### src/rtl/core/kear_pkg.sv
// Shared constants and types for the keypad edge and auto-repeat unit.
package kear_pkg;

    // Key line and register widths
    localparam int LINE_W       = 10;
    localparam int NUM_KEYS_DEF = 10;
    localparam int TIMER_W      = 8;
    localparam int CFG_W        = 8;
    localparam int CFG_IDX_W    = 1;

    localparam logic [TIMER_W-1:0] TIMER_MAX       = '1;
    localparam logic [CFG_W-1:0]   INIT_DELAY_RST  = CFG_W'(15);
    localparam logic [CFG_W-1:0]   REPEAT_PER_RST  = CFG_W'(5);

    // Word codes on the data channel
    typedef enum logic {
        OP_TICK  = 1'b0,
        OP_QUERY = 1'b1
    } t_op;

    // Configuration register indexes
    typedef enum logic [CFG_IDX_W-1:0] {
        CFG_INITIAL_DELAY = 1'b0,
        CFG_REPEAT_PERIOD = 1'b1
    } t_cfg_idx;

    // Per-key repeat phase
    typedef enum logic [1:0] {
        PH_FIRST  = 2'd0,
        PH_WAIT   = 2'd1,
        PH_REPEAT = 2'd2
    } t_phase;

    // Per-key control strobes from the top level
    typedef struct packed {
        logic tick;   // frame tick accepted
        logic clear;  // key newly pressed or not held on this tick
        logic query;  // key served by an accepted query and held
    } t_cell_ctl;

endpackage

### src/rtl/core/kear_ifs.sv
// Channel interfaces: data words in, result words out, configuration writes.
interface kear_in_if
    import kear_pkg::*;
();
    logic              valid;
    logic              ready;
    logic              op;
    logic [LINE_W-1:0] key_lines;
    logic [LINE_W-1:0] query_mask;

    modport source (output valid, output op, output key_lines, output query_mask,
                    input ready);
    modport sink   (input valid, input op, input key_lines, input query_mask,
                    output ready);
endinterface

interface kear_out_if
    import kear_pkg::*;
();
    logic              valid;
    logic              ready;
    logic [LINE_W-1:0] held_keys;
    logic [LINE_W-1:0] pressed_edges;
    logic [LINE_W-1:0] released_edges;
    logic [LINE_W-1:0] repeat_fire;

    modport source (output valid, output held_keys, output pressed_edges,
                    output released_edges, output repeat_fire, input ready);
    modport sink   (input valid, input held_keys, input pressed_edges,
                    input released_edges, input repeat_fire, output ready);
endinterface

interface kear_cfg_if
    import kear_pkg::*;
();
    logic                 valid;
    logic                 ready;
    logic [CFG_IDX_W-1:0] index;
    logic [CFG_W-1:0]     data;

    modport source (output valid, output index, output data, input ready);
    modport sink   (input valid, input index, input data, output ready);
endinterface

### src/rtl/core/kear_key_cell.sv
// One key's repeat timer and phase, with its fire-eligibility check.
module kear_key_cell
    import kear_pkg::*;
(
    input  logic             i_clk,
    input  logic             i_rst_n,
    input  t_cell_ctl        i_ctl,
    input  logic [CFG_W-1:0] i_initial_delay,
    input  logic [CFG_W-1:0] i_repeat_period,
    output logic             o_can_fire
);

    t_phase              r_phase;
    logic [TIMER_W-1:0]  r_timer;
    t_phase              n_phase;
    logic [TIMER_W-1:0]  n_timer;
    logic                w_delay_done;
    logic                w_period_done;

    assign w_delay_done  = (r_timer >= i_initial_delay);
    assign w_period_done = (r_timer >= i_repeat_period);

    // Fires on first query, after the delay, then every period
    always_comb begin
        unique case (r_phase)
            PH_FIRST:  o_can_fire = 1'b1;
            PH_WAIT:   o_can_fire = w_delay_done;
            PH_REPEAT: o_can_fire = w_period_done;
            default:   o_can_fire = 1'b0;
        endcase
    end

    // Next timer and phase
    always_comb begin
        n_phase = r_phase;
        n_timer = r_timer;
        if (i_ctl.tick) begin
            if (i_ctl.clear) begin
                n_phase = PH_FIRST;
                n_timer = '0;
            end else if (r_timer != TIMER_MAX) begin
                n_timer = r_timer + TIMER_W'(1);
            end
        end else if (i_ctl.query) begin
            unique case (r_phase)
                PH_FIRST: begin
                    n_phase = PH_WAIT;
                end
                PH_WAIT: begin
                    if (w_delay_done) begin
                        n_phase = PH_REPEAT;
                        n_timer = '0;
                    end
                end
                PH_REPEAT: begin
                    if (w_period_done) begin
                        n_timer = '0;
                    end
                end
                default: begin
                    n_phase = r_phase;
                end
            endcase
        end
    end

    always_ff @(posedge i_clk) begin
        if (!i_rst_n) begin
            r_phase <= PH_FIRST;
            r_timer <= '0;
        end else begin
            r_phase <= n_phase;
            r_timer <= n_timer;
        end
    end

endmodule

### src/rtl/core/keypad_edge_and_auto_repeat_unit.sv
// Top level: keypad edge detection and typematic auto-repeat.
//
//  channel   dir  handshake      payload
//  i_in      in   valid/ready    op, key_lines, query_mask
//  o_res     out  valid/ready    held_keys, pressed_edges, released_edges, repeat_fire
//  i_cfg     in   valid/ready    index, data (0 = initial_delay, 1 = repeat_period)
//
// One word per cycle while the result register is free; each result is registered and
// appears in the cycle after its word is taken. A new word is taken whenever the single
// result register is empty or its word is taken in the same cycle.
// Reset (synchronous, active low) clears key state and loads delay 15, period 5.
// Configuration writes are always taken.
module keypad_edge_and_auto_repeat_unit
    import kear_pkg::*;
#(
    parameter int NUM_KEYS = NUM_KEYS_DEF
) (
    input  logic        i_clk,
    input  logic        i_rst_n,
    kear_in_if.sink     i_in,
    kear_out_if.source  o_res,
    kear_cfg_if.sink    i_cfg
);

    localparam logic [LINE_W-1:0] KEY_MASK =
        (NUM_KEYS >= LINE_W) ? {LINE_W{1'b1}} : LINE_W'((1 << NUM_KEYS) - 1);

    logic [CFG_W-1:0]  r_initial_delay;
    logic [CFG_W-1:0]  r_repeat_period;
    logic [LINE_W-1:0] r_held;
    logic [LINE_W-1:0] r_pressed;
    logic [LINE_W-1:0] r_released;
    logic [LINE_W-1:0] r_fire;
    logic              r_out_valid;

    logic              w_accept;
    logic              w_tick;
    logic              w_query;
    logic [LINE_W-1:0] w_now;
    logic [LINE_W-1:0] w_diff;
    logic [LINE_W-1:0] n_pressed;
    logic [LINE_W-1:0] w_sel;
    logic [LINE_W-1:0] w_fire;
    logic [NUM_KEYS-1:0] w_can_fire;
    t_cell_ctl           w_ctl [NUM_KEYS];

    // Input handshake and word decode
    assign i_in.ready = !r_out_valid || o_res.ready;
    assign w_accept   = i_in.valid && i_in.ready;
    assign w_tick     = w_accept && (t_op'(i_in.op) == OP_TICK);
    assign w_query    = w_accept && (t_op'(i_in.op) == OP_QUERY);

    // Edge detect on the active-low lines
    assign w_now     = ~i_in.key_lines & KEY_MASK;
    assign w_diff    = r_held ^ w_now;
    assign n_pressed = w_diff & w_now;

    // Lowest set key of the query mask
    assign w_sel = i_in.query_mask & (~i_in.query_mask + LINE_W'(1));

    // Per-key timers
    for (genvar i = 0; i < NUM_KEYS; i++) begin : g_key
        if (i < LINE_W) begin : g_line
            assign w_ctl[i].tick  = w_tick;
            assign w_ctl[i].clear = n_pressed[i] || !w_now[i];
            assign w_ctl[i].query = w_query && w_sel[i] && r_held[i];
        end else begin : g_noline
            // keys without a line are never held
            assign w_ctl[i].tick  = w_tick;
            assign w_ctl[i].clear = 1'b1;
            assign w_ctl[i].query = 1'b0;
        end

        kear_key_cell u_cell (
            .i_clk           (i_clk),
            .i_rst_n         (i_rst_n),
            .i_ctl           (w_ctl[i]),
            .i_initial_delay (r_initial_delay),
            .i_repeat_period (r_repeat_period),
            .o_can_fire      (w_can_fire[i])
        );
    end

    // Fire vector: served key, held and eligible
    for (genvar i = 0; i < LINE_W; i++) begin : g_fire
        if (i < NUM_KEYS) begin : g_has_key
            assign w_fire[i] = w_sel[i] && r_held[i] && w_can_fire[i];
        end else begin : g_no_key
            assign w_fire[i] = 1'b0;
        end
    end

    // Configuration registers
    assign i_cfg.ready = 1'b1;

    always_ff @(posedge i_clk) begin
        if (!i_rst_n) begin
            r_initial_delay <= INIT_DELAY_RST;
            r_repeat_period <= REPEAT_PER_RST;
        end else if (i_cfg.valid) begin
            unique case (t_cfg_idx'(i_cfg.index))
                CFG_INITIAL_DELAY: r_initial_delay <= i_cfg.data;
                CFG_REPEAT_PERIOD: r_repeat_period <= i_cfg.data;
                default:           r_initial_delay <= r_initial_delay;
            endcase
        end
    end

    // Key state and result register
    always_ff @(posedge i_clk) begin
        if (!i_rst_n) begin
            r_held      <= '0;
            r_pressed   <= '0;
            r_released  <= '0;
            r_fire      <= '0;
            r_out_valid <= 1'b0;
        end else if (w_accept) begin
            r_out_valid <= 1'b1;
            if (w_tick) begin
                r_held     <= w_now;
                r_pressed  <= n_pressed;
                r_released <= w_diff & r_held;
                r_fire     <= '0;
            end else begin
                r_fire     <= w_fire;
            end
        end else if (o_res.ready) begin
            r_out_valid <= 1'b0;
        end
    end

    assign o_res.valid          = r_out_valid;
    assign o_res.held_keys      = r_held;
    assign o_res.pressed_edges  = r_pressed;
    assign o_res.released_edges = r_released;
    assign o_res.repeat_fire    = r_fire;

endmodule

### src/flat_wrapper.sv
// flat-port wrapper written by rule: the top's interface ports become plain ports
module keypad_edge_and_auto_repeat_unit_flat import kear_pkg::*;
#(
    parameter int NUM_KEYS = NUM_KEYS_DEF
)
  (i_clk, i_rst_n, i_in_valid, i_in_op, i_in_key_lines, i_in_query_mask, i_in_ready, o_res_valid, o_res_held_keys, o_res_pressed_edges, o_res_released_edges, o_res_repeat_fire, o_res_ready, i_cfg_valid, i_cfg_index, i_cfg_data, i_cfg_ready);
  kear_in_if i_in_i ();
  kear_out_if o_res_i ();
  kear_cfg_if i_cfg_i ();
  input  logic i_clk;
  input  logic i_rst_n;
  input wire logic [$bits(i_in_i.valid)-1:0] i_in_valid;
  input wire logic [$bits(i_in_i.op)-1:0] i_in_op;
  input wire logic [$bits(i_in_i.key_lines)-1:0] i_in_key_lines;
  input wire logic [$bits(i_in_i.query_mask)-1:0] i_in_query_mask;
  output wire logic [$bits(i_in_i.ready)-1:0] i_in_ready;
  output wire logic [$bits(o_res_i.valid)-1:0] o_res_valid;
  output wire logic [$bits(o_res_i.held_keys)-1:0] o_res_held_keys;
  output wire logic [$bits(o_res_i.pressed_edges)-1:0] o_res_pressed_edges;
  output wire logic [$bits(o_res_i.released_edges)-1:0] o_res_released_edges;
  output wire logic [$bits(o_res_i.repeat_fire)-1:0] o_res_repeat_fire;
  input wire logic [$bits(o_res_i.ready)-1:0] o_res_ready;
  input wire logic [$bits(i_cfg_i.valid)-1:0] i_cfg_valid;
  input wire logic [$bits(i_cfg_i.index)-1:0] i_cfg_index;
  input wire logic [$bits(i_cfg_i.data)-1:0] i_cfg_data;
  output wire logic [$bits(i_cfg_i.ready)-1:0] i_cfg_ready;
  assign i_in_i.valid = i_in_valid;
  assign i_in_i.op = i_in_op;
  assign i_in_i.key_lines = i_in_key_lines;
  assign i_in_i.query_mask = i_in_query_mask;
  assign i_in_ready = i_in_i.ready;
  assign o_res_valid = o_res_i.valid;
  assign o_res_held_keys = o_res_i.held_keys;
  assign o_res_pressed_edges = o_res_i.pressed_edges;
  assign o_res_released_edges = o_res_i.released_edges;
  assign o_res_repeat_fire = o_res_i.repeat_fire;
  assign o_res_i.ready = o_res_ready;
  assign i_cfg_i.valid = i_cfg_valid;
  assign i_cfg_i.index = i_cfg_index;
  assign i_cfg_i.data = i_cfg_data;
  assign i_cfg_ready = i_cfg_i.ready;
  keypad_edge_and_auto_repeat_unit #(.NUM_KEYS(NUM_KEYS)) u_core (.i_clk(i_clk), .i_rst_n(i_rst_n), .i_in(i_in_i), .o_res(o_res_i), .i_cfg(i_cfg_i));
endmodule
### config.mk
export PLATFORM = sky130hd
export DESIGN_NAME = keypad_edge_and_auto_repeat_unit_flat
export DESIGN_NICKNAME = d
export VERILOG_FILES = /design/src/rtl/core/kear_pkg.sv /design/src/rtl/core/kear_ifs.sv /design/src/rtl/core/kear_key_cell.sv /design/src/rtl/core/keypad_edge_and_auto_repeat_unit.sv /design/src/flat_wrapper.sv
export SDC_FILE = /design/constraint.sdc
export NUM_CORES = 1
export LEC_CHECK = 0
export BUFFER_PORTS_ARGS = -buffer_cell sky130_fd_sc_hd__buf_2
export CAP_MARGIN = 20
export CORE_UTILIZATION = 40
export CTS_BUF_LIST = sky130_fd_sc_hd__clkbuf_4 sky130_fd_sc_hd__clkbuf_8
export CTS_CLUSTER_DIAMETER = 100
export DETAILED_ROUTE_END_ITERATION = 8
export PLACE_DENSITY = 0.55
export REMOVE_ABC_BUFFERS = 1
export SETUP_SLACK_MARGIN = 0.05
export SYNTH_ARGS = -nofsm -noshare
export SYNTH_HDL_FRONTEND = slang
export SYNTH_HIERARCHICAL = 1
export SYNTH_SLANG_ARGS = --single-unit
### constraint.sdc
create_clock -name i_clk -period 2.5 [get_ports i_clk]
set_input_delay 0.25 -clock i_clk [delete_from_list [all_inputs] [get_ports i_clk]]
set_output_delay 0.25 -clock i_clk [all_outputs]
set_load 0.02 [all_outputs]
==> results of run 1 <==
cell type report:
type	instances	area, µm²	share of cell area, %
Timing Repair Buffer	174	1320	8.88
Clock inverter	12	206	1.38
Sequential cell	157	3150	21.1
Clock buffer	20	275	1.85
Multi-Input combinational cell	1211	8690	58.3
Inverter	204	766	5.13
Tap cell	402	503	3.37
sequential cells by signal (all words and copies together), names as in the netlist, 8 cells and up:
signal                       count
u_core/g_key.u_cell/r_timer     80
u_core/r_initial_delay           8
u_core/o_res.repeat_fire        10
u_core/r_repeat_period           8
u_core/o_res.pressed_edges      10
u_core/o_res.released_edges     10
u_core/g_key.u_cell/r_phase     20
u_core/o_res.held_keys          10
routing by layer:
layer  global-route usage [%]  vias to the layer above
met5                        0                        -
met4                     6.80                        0
met3                     3.16                       40
met2                     42.0                      266
met1                     33.6                     5819
li1                         -                     6199
worst paths after layout:
check                                 startpoint                              to  slack [ns]
setup reg to reg       u_core/r_initial_delay[2]     u_core/o_res.repeat_fire[2]        0.15
setup / recovery       u_core/r_initial_delay[2]     u_core/o_res.repeat_fire[2]        0.15
hold / removal                     i_cfg_data[7]       u_core/r_initial_delay[7]        0.05
hold reg to reg   u_core/o_res.released_edges[1]  u_core/o_res.released_edges[1]        0.47
cells in the final DEF (no fill, tap or decap), drive strengths merged, types with 40 or more instances in the layout:
cell and n:
o21ai 113, dfxtp 157, nand2 154, nand3 90
a21o 40, o31ai 43, ha 170, inv 207
buf 162, a21oi 125, nor2 98
timing repair:
item,in CTS,in global routing
endpoints found under the hold margin,14,0
buffers inserted,0,0
setup endpoints to repair,0,17
resized for setup,0,9
hold buffers,12,0
logic make-up after synthesis:
kind of cell,synth area share (%)
AO/OA/AOI/OAI,27.4
adder cells (fa/ha/maj),16.6
buffers and inverters,7.73
flip-flops,24.6
multiplexers,0.783
other,0.0293
AND/OR/NAND/NOR,22.9
worst register-to-register path, stage by stage, from the launching register on:
cell and delay, ns:
sky130_fd_sc_hd__dfxtp_1 0.36, sky130_fd_sc_hd__buf_12 0.17, sky130_fd_sc_hd__inv_1 0.06, sky130_fd_sc_hd__ha_1 0.30, sky130_fd_sc_hd__nand2_1 0.06, sky130_fd_sc_hd__o21ai_1 0.29
sky130_fd_sc_hd__a21o_1 0.19, sky130_fd_sc_hd__a211oi_1 0.07, sky130_fd_sc_hd__o21ai_0 0.26, sky130_fd_sc_hd__nand4_1 0.32, sky130_fd_sc_hd__a21oi_1 0.22
power breakdown:
part | total [mW] | internal [mW] | switching (mW)
Clock | 2.39 | 1.28 | 1.11
Combinational | 0.981 | 0.375 | 0.606
Sequential | 2.58 | 2.54 | 0.0391
==> results.env, run 1 <==
STATUS='complete, no violations'
CAP_VIOLATIONS=0
DP_SLACK_NS=0.173
PLACED_CELLS_INCL_TAPS=2136
PORTION_OF_THE_POST_SYNTHESIS_AREA_USED_BY_SEQUENTIAL_ELEMENTS_PCT=24.6
DR.FIRST_ITER.DRC_COUNT=744
CRIT_FAMILY='compound AO/OA/AOI/OAI gates'
GRT_FIRST_PASS_WIRELENGTH_UM=64600
SYN_AREA_UM2=12800
ROUTE.VIAS.TOTAL=12324
DP.FINAL_HPWL_UM=29900
P_TOTAL_mW=5.94
TOTALNEGATIVESETUPSLACK_NS=0
SYNTHESIS.INSTANCES=1623
CP-END-KIND='flop'
VIAS_PER_CELL=5.65
MIN_PERIOD_OVER_PERIOD_PCT=94.0
POST_SYNTH_NUM_CELL_TYPES=56
CORE-AREA_UM2=31500
FLOORPLAN.DIE.WIDTH_UM=181
POST-ROUTE-DRC-COUNT=0
CLK_PIN_SLEW_WORST_PATHS_NS=0.09
DRT_FIRST_PASS_ITERS=5
TIMING_WORST_SETUP_PATH_TYPE='flop to flop'
ROUTE.FINAL.WIRE_LENGTH_UM=40000
GRT_PASS1_VIAS=12036
POST_SYNTH_MOST_FREQUENT_CELLS='sky130_fd_sc_hd__inv_1 (203), sky130_fd_sc_hd__ha_1 (170), sky130_fd_sc_hd__dfxtp_1 (157)'
CP_DATA_ARRIVAL_TIME_NS=2.77
PLACEDINSTANCEAREA_UM2=14300
CLOCK_TREE_FROM_TRITONCTS='yes'
SYNTH_ASYNC_SR_FLOP_SHARE_PCT=0
CELLPOWERDENSITY_nW_PER_UM2=399
REPORT.FINAL.HOLD_VIOL_COUNT=0
REQUIRED_NS=2.92
GRT_SETUP_UNREPAIRED='true'
TOPROUTINGLAYERUSED='met4'
CLOCK-SINKS=157
MAX_SLEW_MARGIN_PCT=59.5
FINAL_SETUP_VIOLATION_COUNT=0
FP.DIEAREA_UM2=32700
YS_WARN_COUNT=6
STD_CELL_ROWS=65
HEIGHT_OF_THE_DIE_UM=181
WORST_R2R_PATH_DEPTH=10
GRT_REMAINING_OVERFLOW=0
GPL.FINAL_WEIGHTED_CONGESTION=0.853
CLOCKROOTBUFFER='sky130_fd_sc_hd__clkbuf_8'
ROUTED_LENGTH_ON_MET2_UM=18500
NETLIST_TOP_CELLS_AREA='sky130_fd_sc_hd__dfxtp_1 (25%), sky130_fd_sc_hd__ha_1 (17%), sky130_fd_sc_hd__inv_1 (6.0%)'
SYNTHDOMINANTAREACELLTYPE='sky130_fd_sc_hd__dfxtp_1'
CLOCK-SKEW-FINAL_NS=0.0223
MAX-VDD-IR-DROP_V=0.000338
CRITPATHMAXFANOUT=11
SYN_AVG_CELL_AREA_UM2=7.88
UTILIZATION_PCT=47.4
WORST_PIN_SLEW_NS=0.607
NUMBER_OF_NETS_IN_THE_FINISHED_DESIGN=1970
WHS_PATH_CELLS=3
FILLERINSTANCES=3122
DIODES=0
CRIT_CHAIN='buf_12 > inv_1 > ha_1 > nand2_1 > o21ai_1 > a21o_1 > a211oi_1 > o21ai_0 > nand4_1 > a21oi_1'
TIMING.CRITICAL_PATH.SLOWEST_CELL_DELAY_NS=0.36
FLOORPLAN.INITIALDENSITY_PCT=40.6
DRIVE_GT1_SHARE_PCT=15.6
ROUTE.LAYER.MET1.WL_UM=19100
STARTPOINT_KIND_OF_THE_WORST_SETUP_TIMING_PATH='flop'
FMAX_GHz=0.426
WL_MET3_UM=1590
TIMING.CRITICAL_PATH.DEPTH=10
SYNTH_EDF_COUNT=0
COUNT_OF_NETS_LEFT_WITH_ANTENNA_VIOLATIONS_AFTER_DETAIL_ROUTING=0
IO_PINS=78
AREA_ADDED_BETWEEN_SYNTHESIS_AND_FINISH_PCT=16.6
CRITICAL-PATH-SLOWEST-CELL='sky130_fd_sc_hd__dfxtp_1'
MOST_INSTANTIATED_LIBRARY_CELL_AFTER_SYNTHESIS='sky130_fd_sc_hd__inv_1'
SETUP_WS_NS=0.150
CLOCK_TREE.HTREE_LEVEL_COUNT=4
FINAL_CELLS=2180
SYNTH-MAIN-FF-CELL='sky130_fd_sc_hd__dfxtp_1'
MIN_PATH_TYPE='input port to flop'
WHS_NS=0.0454
MAXIMUM_ROOT_TO_SINK_BUFFER_COUNT=2
SLEW_VIOL_FINAL=0
LEAKAGEPOWER_nW=6.30
BUFFER_PORTS.INSERTED=76
PERIOD_NEEDED_NS=2.35
ANTENNA_FOUND_INITIAL=0
SYNTH-SEQ-CELLS=157
GRT_MAX_DEGREE=48
POSTLAYOUTCELLAREA_UM2=14900
CLKLATENCYLATEPIN_NS=0.49
CTS_BUFFERS=17
CP_NUM_BUF_INV=2
WL_PER_CELL_UM=18.3
GRT_UTIL_ALL_LAYERS_PCT=25.0
SYNTH_TOP_AREA_SHARE_PCT=24.6
(Power assumes the default switching activity.)
==> inputs of run 2 (changes only) <==
--- a/config.mk
+++ b/config.mk
@@ -8,7 +8,7 @@
 export BUFFER_PORTS_ARGS = -buffer_cell sky130_fd_sc_hd__buf_2
 export CAP_MARGIN = 20
 export CORE_UTILIZATION = 40
-export CTS_BUF_LIST = sky130_fd_sc_hd__clkbuf_4 sky130_fd_sc_hd__clkbuf_8
+export CTS_BUF_LIST = sky130_fd_sc_hd__clkbuf_16
 export CTS_CLUSTER_DIAMETER = 100
 export DETAILED_ROUTE_END_ITERATION = 8
 export PLACE_DENSITY = 0.55
==> run 2 against run 1 <==
Net effect:
- maximum frequency is 1.0% higher
- via count hardly changed
- clock skew is 0.0097 ns lower
- die area stayed put
- count of clock-buffer cells in the layout is 3 lower
- critical path type unchanged
- largest power group is now clock
==> results.env, run 2 (same netlist as run 1, synthesis figures left out) <==
POST-ROUTE-DRC-COUNT=0
MIN_PERIOD_OVER_PERIOD_PCT=93.0
ANTENNA_FOUND_INITIAL=1
WL_PER_CELL_UM=18.4
FLOORPLAN.INITIALDENSITY_PCT=40.6
CLK_PIN_SLEW_WORST_PATHS_NS=0.07
CP_DATA_ARRIVAL_TIME_NS=2.64
FP.DIEAREA_UM2=32700
BUFFER_PORTS.INSERTED=76
FILLERINSTANCES=3111
COUNT_OF_NETS_LEFT_WITH_ANTENNA_VIOLATIONS_AFTER_DETAIL_ROUTING=0
STARTPOINT_KIND_OF_THE_WORST_SETUP_TIMING_PATH='flop'
DR.FIRST_ITER.DRC_COUNT=749
MAX-VDD-IR-DROP_V=0.000507
DRT_FIRST_PASS_ITERS=5
VIAS_PER_CELL=5.68
DP.FINAL_HPWL_UM=29900
CELLPOWERDENSITY_nW_PER_UM2=434
LAYOUT.CELLS.MOST_COMMON='sky130_fd_sc_hd__inv_1'
STATUS='complete, no violations'
ROUTE.LAYER.MET1.WL_UM=19100
TOTALNEGATIVESETUPSLACK_NS=0
MAXIMUM_ROOT_TO_SINK_BUFFER_COUNT=2
CLOCK_TREE_FROM_TRITONCTS='yes'
DRIVE_GT1_SHARE_PCT=15.7
DP_SLACK_NS=0.173
WL_MET3_UM=1630
GRT_PASS1_VIAS=11956
CLOCK_TREE.HTREE_LEVEL_COUNT=4
SLEW_VIOL_FINAL=0
GPL.FINAL_WEIGHTED_CONGESTION=0.853
ROUTED_LENGTH_ON_MET2_UM=18200
GRT_REMAINING_OVERFLOW=0
LARGEST_REGISTERS='u_core/g_key.u_cell/r_timer: 80 flops, u_core/g_key.u_cell/r_phase: 20 flops'
MIN_PATH_TYPE='input port to flop'
FLOORPLAN.DIE.WIDTH_UM=181
WORST_PIN_SLEW_NS=0.586
IO_PINS=78
CLOCK-SKEW-FINAL_NS=0.0127
LARGEST_REGISTER_FFS=80
SETUP_WS_NS=0.174
TIMING_WORST_SETUP_PATH_TYPE='flop to flop'
ROUTE.VIAS.TOTAL=12332
GRT_FIRST_PASS_WIRELENGTH_UM=64100
CLOCK-SINKS=157
REQUIRED_NS=2.82
GRT_UTIL_ALL_LAYERS_PCT=24.9
CRITPATHMAXFANOUT=8
CTS_BUFFERS=17
GRT_SETUP_UNREPAIRED='false'
FINAL_CELL_MIX='sky130_fd_sc_hd__inv_1 (202), sky130_fd_sc_hd__ha_1 (170), sky130_fd_sc_hd__nand2_1 (154), sky130_fd_sc_hd__dfxtp_1 (154), sky130_fd_sc_hd__a21oi_1 (125)'
CORE-AREA_UM2=31500
CP-END-KIND='flop'
TOPROUTINGLAYERUSED='met4'
CLOCKROOTBUFFER='sky130_fd_sc_hd__clkbuf_16'
STD_CELL_ROWS=65
PERIOD_NEEDED_NS=2.33
REGISTERS.TOP_BY_FF_COUNT='u_core/g_key.u_cell/r_timer'
MAX_SLEW_MARGIN_PCT=60.8
LEAKAGEPOWER_nW=6.32
FINAL_SETUP_VIOLATION_COUNT=0
HEIGHT_OF_THE_DIE_UM=181
FMAX_GHz=0.430
CAP_VIOLATIONS=0
WHS_NS=0.0318
CLKLATENCYLATEPIN_NS=0.44
GRT_MAX_DEGREE=48
P_TOTAL_mW=6.50
AREA_ADDED_BETWEEN_SYNTHESIS_AND_FINISH_PCT=17.1
NUMBER_OF_NETS_IN_THE_FINISHED_DESIGN=1959
REPORT.FINAL.HOLD_VIOL_COUNT=0
POST_CTS_HOLD_BUFFER_COUNT=0
ROUTE.FINAL.WIRE_LENGTH_UM=39800
## run 2: layout make-up
cell class	instances	area [µm²]	share of cell area (%)
timing repair buffer	163	1210	8.11
multi-input combinational	1211	8700	58.1
clock inverter	15	218	1.45
sequential	157	3150	21.0
antenna	1	2.50	0.0167
clock buffer	17	425	2.84
inverter	204	766	5.11
tap	402	503	3.36
## run 2: timing repair
action | CTS | global route
gates resized for setup | 0 | 11
buffers inserted | 0 | 1
endpoints found under the hold margin | 0 | 0
setup endpoints to repair | 0 | 11
## run 2: worst paths after layout
check                                  from                           endpoint  slack, ns  depth (start not counted)
max                      u_core/o_res.valid  u_core/g_key[7].u_cell/r_timer[2]       0.17                          9
min                       i_in_key_lines[8]          u_core/o_res.held_keys[8]       0.03                          2
max reg2reg              u_core/o_res.valid  u_core/g_key[7].u_cell/r_timer[2]       0.17                          9
min reg2reg  u_core/o_res.released_edges[1]     u_core/o_res.released_edges[1]       0.47                          2
## run 2: power breakdown
| group | total [mW] | internal (mW) | switching [mW] |
|---|---|---|---|
| combinational | 0.968 | 0.363 | 0.605 |
| clock | 2.95 | 1.77 | 1.18 |
| sequential | 2.58 | 2.54 | 0.0394 |
| total | 6.50 | 4.67 | 1.83 |
## run 2: per-layer routing
| metal | GRT usage [%] | vias to the layer above |
|---|---|---|
| li1 | - | 6179 |
| met1 | 33.5 | 5831 |
| met2 | 41.1 | 279 |
| met3 | 3.47 | 43 |
| met4 | 7.59 | 0 |
| met5 | 0 | - |
## run 2: through the flow
step                      area (µm²)  utilization, %  instances
final                          15000            47.6       2170
after global placement         14300            45.4       2136
after detailed placement       14300            45.4       2136
after floorplan                12600               -       1572
after global routing           15000            47.6       2170
after CTS                      14900            47.4       2168
## run 2: worst max-delay path, stage by stage (launching register included)
cell                       delay [ns]
sky130_fd_sc_hd__dfxtp_1         0.33
sky130_fd_sc_hd__nor2b_4         0.26
sky130_fd_sc_hd__inv_1           0.22
sky130_fd_sc_hd__and4_1          0.25
sky130_fd_sc_hd__and4b_1         0.23
sky130_fd_sc_hd__or2_2           0.29
sky130_fd_sc_hd__o31ai_2         0.14
sky130_fd_sc_hd__nor2_1          0.19
sky130_fd_sc_hd__a31oi_1         0.20
sky130_fd_sc_hd__a211oi_1        0.08
